### src/rtl/rau_pkg.sv
// shared types and constants of the rational arithmetic unit
package rau_pkg;

	localparam logic [1:0] CMD_ADD = 2'd0;
	localparam logic [1:0] CMD_SUB = 2'd1;
	localparam logic [1:0] CMD_MUL = 2'd2;
	localparam logic [1:0] CMD_DIV = 2'd3;

	typedef enum logic [3:0] {
		DP_NOP, DP_LOAD, DP_GCD, DP_DIV_MAG, DP_DIV_DEN, DP_FIX, DP_MUL,
		DP_FLAGS, DP_COPY, DP_COMB, DP_SIGN, DP_DZERO, DP_OUT
	} dp_op_t;

	typedef enum logic [1:0] {PAIR_A, PAIR_B, PAIR_X, PAIR_R} pair_t;

	typedef enum logic [3:0] {
		M_CMP_A, M_CMP_B, M_LCM, M_TA, M_TB, M_MN, M_MD, M_DN, M_DD
	} mul_sel_t;

	typedef struct packed {
		dp_op_t   op;
		pair_t    pair;
		mul_sel_t msel;
	} dp_cmd_t;

	typedef struct packed {
		logic       gcd_done;
		logic       div_done;
		logic       b_zero;
		logic [1:0] cmd;
	} dp_status_t;

endpackage

### src/rtl/rau_ctrl.sv
// sequencing state machine of the rational unit
module rau_ctrl (
	input  logic                clk,
	input  logic                arst_n,
	input  logic                start,
	output logic                busy,
	output logic                done,
	output rau_pkg::dp_cmd_t    ctl,
	input  rau_pkg::dp_status_t status
);
	import rau_pkg::*;

	typedef enum logic [4:0] {
		S_IDLE, S_RG, S_RGW, S_RDM, S_RDMW, S_RDD, S_RDDW, S_RFIX,
		S_CMP1, S_CMP2, S_FLAG, S_COPY, S_LCM, S_TA, S_TB, S_COMB,
		S_MN, S_MD, S_DN, S_DD, S_SIGN, S_DZ, S_OUT
	} state_t;

	state_t state_q;
	pair_t  pair_q;
	logic   done_q;

	always_ff @(posedge clk or negedge arst_n) begin
		if (!arst_n) begin
			state_q <= S_IDLE;
			pair_q  <= PAIR_A;
			done_q  <= 1'b0;
		end else begin
			done_q <= 1'b0;
			case (state_q)
				S_IDLE: if (start) begin
					state_q <= S_RG;
					pair_q  <= PAIR_A;
				end
				S_RG:   state_q <= S_RGW;
				S_RGW:  if (status.gcd_done) state_q <= S_RDM;
				S_RDM:  state_q <= S_RDMW;
				S_RDMW: if (status.div_done) state_q <= S_RDD;
				S_RDD:  state_q <= S_RDDW;
				S_RDDW: if (status.div_done) state_q <= S_RFIX;
				S_RFIX: begin
					case (pair_q)
						PAIR_A: begin
							pair_q  <= PAIR_B;
							state_q <= S_RG;
						end
						PAIR_B:  state_q <= S_CMP1;
						PAIR_X:  state_q <= S_LCM;
						default: state_q <= S_OUT;
					endcase
				end
				S_CMP1: state_q <= S_CMP2;
				S_CMP2: state_q <= S_FLAG;
				S_FLAG: begin
					case (status.cmd)
						CMD_ADD, CMD_SUB: state_q <= S_COPY;
						CMD_MUL:          state_q <= S_MN;
						default:          state_q <= status.b_zero ? S_DZ : S_DN;
					endcase
				end
				S_COPY: begin
					pair_q  <= PAIR_X;
					state_q <= S_RG;
				end
				S_LCM:  state_q <= S_TA;
				S_TA:   state_q <= S_TB;
				S_TB:   state_q <= S_COMB;
				S_MN:   state_q <= S_MD;
				S_MD:   state_q <= S_SIGN;
				S_DN:   state_q <= S_DD;
				S_DD:   state_q <= S_SIGN;
				S_COMB, S_SIGN, S_DZ: begin
					pair_q  <= PAIR_R;
					state_q <= S_RG;
				end
				S_OUT: begin
					state_q <= S_IDLE;
					done_q  <= 1'b1;
				end
				default: state_q <= S_IDLE;
			endcase
		end
	end

	always_comb begin
		ctl.op   = DP_NOP;
		ctl.pair = pair_q;
		ctl.msel = M_CMP_A;
		case (state_q)
			S_IDLE: if (start) ctl.op = DP_LOAD;
			S_RG:   ctl.op = DP_GCD;
			S_RDM:  ctl.op = DP_DIV_MAG;
			S_RDD:  ctl.op = DP_DIV_DEN;
			S_RFIX: ctl.op = DP_FIX;
			S_CMP1: begin ctl.op = DP_MUL; ctl.msel = M_CMP_A; end
			S_CMP2: begin ctl.op = DP_MUL; ctl.msel = M_CMP_B; end
			S_FLAG: ctl.op = DP_FLAGS;
			S_COPY: ctl.op = DP_COPY;
			S_LCM:  begin ctl.op = DP_MUL; ctl.msel = M_LCM; end
			S_TA:   begin ctl.op = DP_MUL; ctl.msel = M_TA; end
			S_TB:   begin ctl.op = DP_MUL; ctl.msel = M_TB; end
			S_COMB: ctl.op = DP_COMB;
			S_MN:   begin ctl.op = DP_MUL; ctl.msel = M_MN; end
			S_MD:   begin ctl.op = DP_MUL; ctl.msel = M_MD; end
			S_DN:   begin ctl.op = DP_MUL; ctl.msel = M_DN; end
			S_DD:   begin ctl.op = DP_MUL; ctl.msel = M_DD; end
			S_SIGN: ctl.op = DP_SIGN;
			S_DZ:   ctl.op = DP_DZERO;
			S_OUT:  ctl.op = DP_OUT;
			default: ctl.op = DP_NOP;
		endcase
	end

	assign busy = state_q != S_IDLE;
	assign done = done_q;
endmodule

### config.mk
export PLATFORM = sky130hd
export DESIGN_NAME = rau_ctrl
export DESIGN_NICKNAME = d
export VERILOG_FILES = /design/src/rtl/rau_pkg.sv /design/src/rtl/rau_ctrl.sv
export SDC_FILE = /design/constraint.sdc
export NUM_CORES = 1
export LEC_CHECK = 0
export BUFFER_PORTS_ARGS = -buffer_cell sky130_fd_sc_hd__buf_2
export CAP_MARGIN = 20
export CORE_MARGIN = 2
export CORE_UTILIZATION = 47
export DETAILED_ROUTE_END_ITERATION = 10
export HOLD_SLACK_MARGIN = 0.06
export PLACE_DENSITY = 0.74
export RECOVER_POWER = 100
export SETUP_SLACK_MARGIN = 0.05
export SYNTH_ARGS = -nofsm -noshare
export SYNTH_HDL_FRONTEND = slang
export SYNTH_SLANG_ARGS = --single-unit
### constraint.sdc
create_clock -name clk -period 1.8 [get_ports clk]
set_clock_uncertainty 0.2 [all_clocks]
set_input_delay 0.27 -clock clk [delete_from_list [all_inputs] [get_ports clk]]
set_output_delay 0.27 -clock clk [all_outputs]
set_load 0.005 [all_outputs]
==> impl_metrics.tcl <==
set metrics [dict create \
    outcome "complete, but fails checks" \
    violations "negative setup slack" \
    maxClockFrequency_ghz 0.480 \
    finalSetupViolCount 11 \
    clock-root-buffer "clkbuf_4" \
    ir_worst_vdd_v 0.000961 \
    hpwl_mm 1.88 \
    seq_area_frac_synth_pct 23.1 \
    r2r_cells 5 \
    wirelength_mm 3.09 \
    worstPathArrival_ns 1.61 \
    setup_slack_ns -0.284 \
    die_area_um2 2210 \
    drive_gt1_share_pct 41.8 \
    postRouteAntennaNets 0 \
    netlist_area_um2 868 \
    max_slew.worst_pin.slew_ns 0.467 \
    worstReg2RegEnd "pair_q[0]" \
    combPwrFrac_pct 78.8 \
    cp-start-kind "flip-flop" \
    syn_to_final_growth_pct 57.9 \
    crit_chain "or4_4 > nor2_1 > a21oi_1 > o22ai_1 > buf_2" \
    via_per_inst 5.85 \
    ys_seq_elements 8 \
    num_io_pins 20 \
    fin_crit_sh_pct 116 \
    hold_depth 3 \
    h-tree-depth 1 \
    seqPwrFrac_pct 14.2 \
    clock_path_buffers 2 \
    syn_avg_cell_area_um2 7.55 \
    drc_errors 0 \
    grt_antenna_before_repair 0 \
    overflow 0 \
    period_minus_slack_ns 2.08 \
    fill_cells 114 \
    final_max_slew_viol_count 0 \
    fin_util_pct 79.4 \
    min_path_type "input port to flip-flop" \
    final_hold_viol_count 0 \
    worstSetupPathType "flip-flop to primary output" \
    clock-sinks 8 \
    gp_congestion 0.905 \
    die_w_um 47.0 \
    grt_setup_unrepaired "true" \
    track_usage_pct 30.3 \
    synth_area_leader_cell "dfrtp_1" \
    p_per_area_nw_per_um2 1510 \
    tritoncts "yes" \
    r2r_slack_ns -0.20 \
    reg2reg_from "state_q[0]" \
    synthCells 115 \
    relSlewSlack_pct 68.8 \
    yosysTopAreaCellShare_pct 23.1 \
    tritoncts.num_buffers 3 \
    vias 1111 \
    min_to "pair_q[1]" \
    syn_nets 127 \
    cp-end-kind "primary output" \
    switchingPower_mw 0.933 \
    drtIter0Drc 43 \
    clkTransAtPathRegs_ns 0.05 \
    drv_cap 0 \
    grt_start_max_net_pins 25 \
    clockPowerShare_pct 7.0 \
    core_region_area_um2 1730 \
    yosys_warnings 0 \
    pre_cts_ws_ns -0.0590 \
    finalNetCount 179 \
    leakage_nw 0.631 \
    clkLatencyLatePin_ns 0.26 \
    crit_required_ns 1.33 \
    num_rows 15 \
    intPower_mw 1.13 \
    dr.pass1.iters 4 \
    crit_path_max_fanout 3 \
    hold_path.startpoint "start" \
    critPathSlowestCell "or4_4" \
    synthTopCellsByArea "dfrtp_1 (23%), nand2b_1 (6.5%), ha_1 (5.8%)" \
    chipHeight_um 47.0 \
    synth_cell_type_count 39 \
    p_sw_share_pct 45.1 \
    grt_first_pass_wirelength_mm 4.59 \
    routedWlPerCell_um 16.3 \
    portBuffers 19 \
    initial_core_util_pct 50.3 \
    grt_pass1_vias 965 \
    slowest_delay_ns 0.55 \
    diodes 0 \
]
synth_stat cells (all sizes together):
master and instances:
buf 2, nand3 3, a21oi 9, a31oi 3
nor2b 1, clkbuf 8, mux2 1, nor3 4
mux2i 2, nor3b 1, nor2 11, nand3b 4
dfrtp 8, nand2b 9, nand2 6, a22oi 2
or2b 1, a21o 2, a32oi 1, o221a 1
a22o 2, a21boi 1, o211ai 3, inv 6
or4 2, a211oi 1, o32a 1, o21bai 1
o21ai 5, a221oi 1, a221o 1, or2 1
or3 1, ha 4, o22ai 5, xnor2 1
timing repair:
action,in CTS,in global routing
hold buffers,2,0
resized for setup,21,7
endpoints found under the setup margin,12,16
hold endpoints to repair,9,0
buffers inserted,13,0
pin swaps,9,5
state kept, by name (all words and copies together), names as in the netlist:
| name | count |
|---|---|
| state_q | 5 |
| done | 1 |
| pair_q | 2 |
cell usage in the layout (no fill, tap or decap), drive strengths merged, types with 2 or more instances in the layout:
master	count
a21o	2
a21oi	9
a22o	2
a22oi	2
a31oi	3
buf	51
clkbuf	7
dfrtp	8
dlygate4sd3	2
ha	4
inv	6
mux2i	2
nand2	6
nand2b	9
nand3	3
nand3b	4
nor2	11
nor3	4
o211ai	3
o21ai	5
o22ai	5
or4	2
layout make-up:
class                           instances  area [µm²]  area share (%)
Tap cell                               25        31.3            2.28
Sequential cell                         8         201            14.7
Multi-Input combinational cell         91         654            47.7
Clock buffer                            3        22.5            1.64
Timing Repair Buffer                   57         439            32.0
Inverter                                6        22.5            1.64
cell families (layout without fill, tap and decap cells):
family | Yosys count | after routing | share of synthesized area [%]
XOR/XNOR | 1 | 1 | 1.01
flip-flops | 8 | 8 | 23.1
buffers and inverters | 16 | 66 | 7.78
AO/OA/AOI/OAI | 39 | 39 | 31.1
multiplexers | 3 | 3 | 3.60
adder cells (fa/ha/maj) | 4 | 4 | 5.76
AND/OR/NAND/NOR | 44 | 44 | 27.7
power groups by stage:
stage	registers (mW)	logic (mW)	clock network [mW]
after floorplan	0.306	0.849	0
after global placement	0.285	1.28	0
after detailed placement	0.288	1.31	0
after CTS	0.287	1.53	0.143
after global routing	0.296	1.75	0.156
final	0.293	1.63	0.146
per-layer routing:
metal / vias up / track usage, % / part of all wire (%)
met5: - / 0 / 0
met3: 6 / 2.69 / 5.2
met4: 0 / 9.44 / 1.5
met1: 530 / 39.7 / 43
li1: 522 / - / -
met2: 53 / 52.3 / 51
per-stage QoR:
| stage | cell area [µm²] | hold WS [ns] | instances | power [mW] | TNS (ns) |
|---|---|---|---|---|---|
| 2_1_floorplan | 872 | -0.226 | 115 | 1.16 | -0.149 |
| 3_3_place_gp | 1130 | -0.0843 | 173 | 1.56 | -0.0262 |
| 3_5_place_dp | 1130 | -0.0777 | 173 | 1.59 | -0.0633 |
| 4_1_cts | 1360 | 0.189 | 190 | 1.96 | -1.70 |
| 5_1_grt | 1370 | 0.208 | 190 | 2.20 | -2.56 |
| 6_report | 1370 | 0.209 | 190 | 2.07 | -2.00 |
critical path, delay by kind of cell, from the launching register on:
family / cells / cell delay, ns
AO/OA/AOI/OAI: 2 / 0.19
flip-flops: 1 / 0.38
buffers and inverters: 1 / 0.13
AND/OR/NAND/NOR: 2 / 0.65
how the worst max path moves through the flow:
stage / startpoint / end / slack [ns] / depth (start not counted)
floorplan: state_q[2] / pair_q[0] / -0.1 / 5
global placement: state_q[0] / pair_q[0] / -0.03 / 4
detailed placement: state_q[0] / pair_q[0] / -0.06 / 4
CTS: state_q[0] / ctl[6] / -0.27 / 5
global route: state_q[0] / ctl[6] / -0.40 / 5
finish: state_q[0] / ctl[6] / -0.28 / 5
No activity file was read; power rests on OpenSTA's default activity.
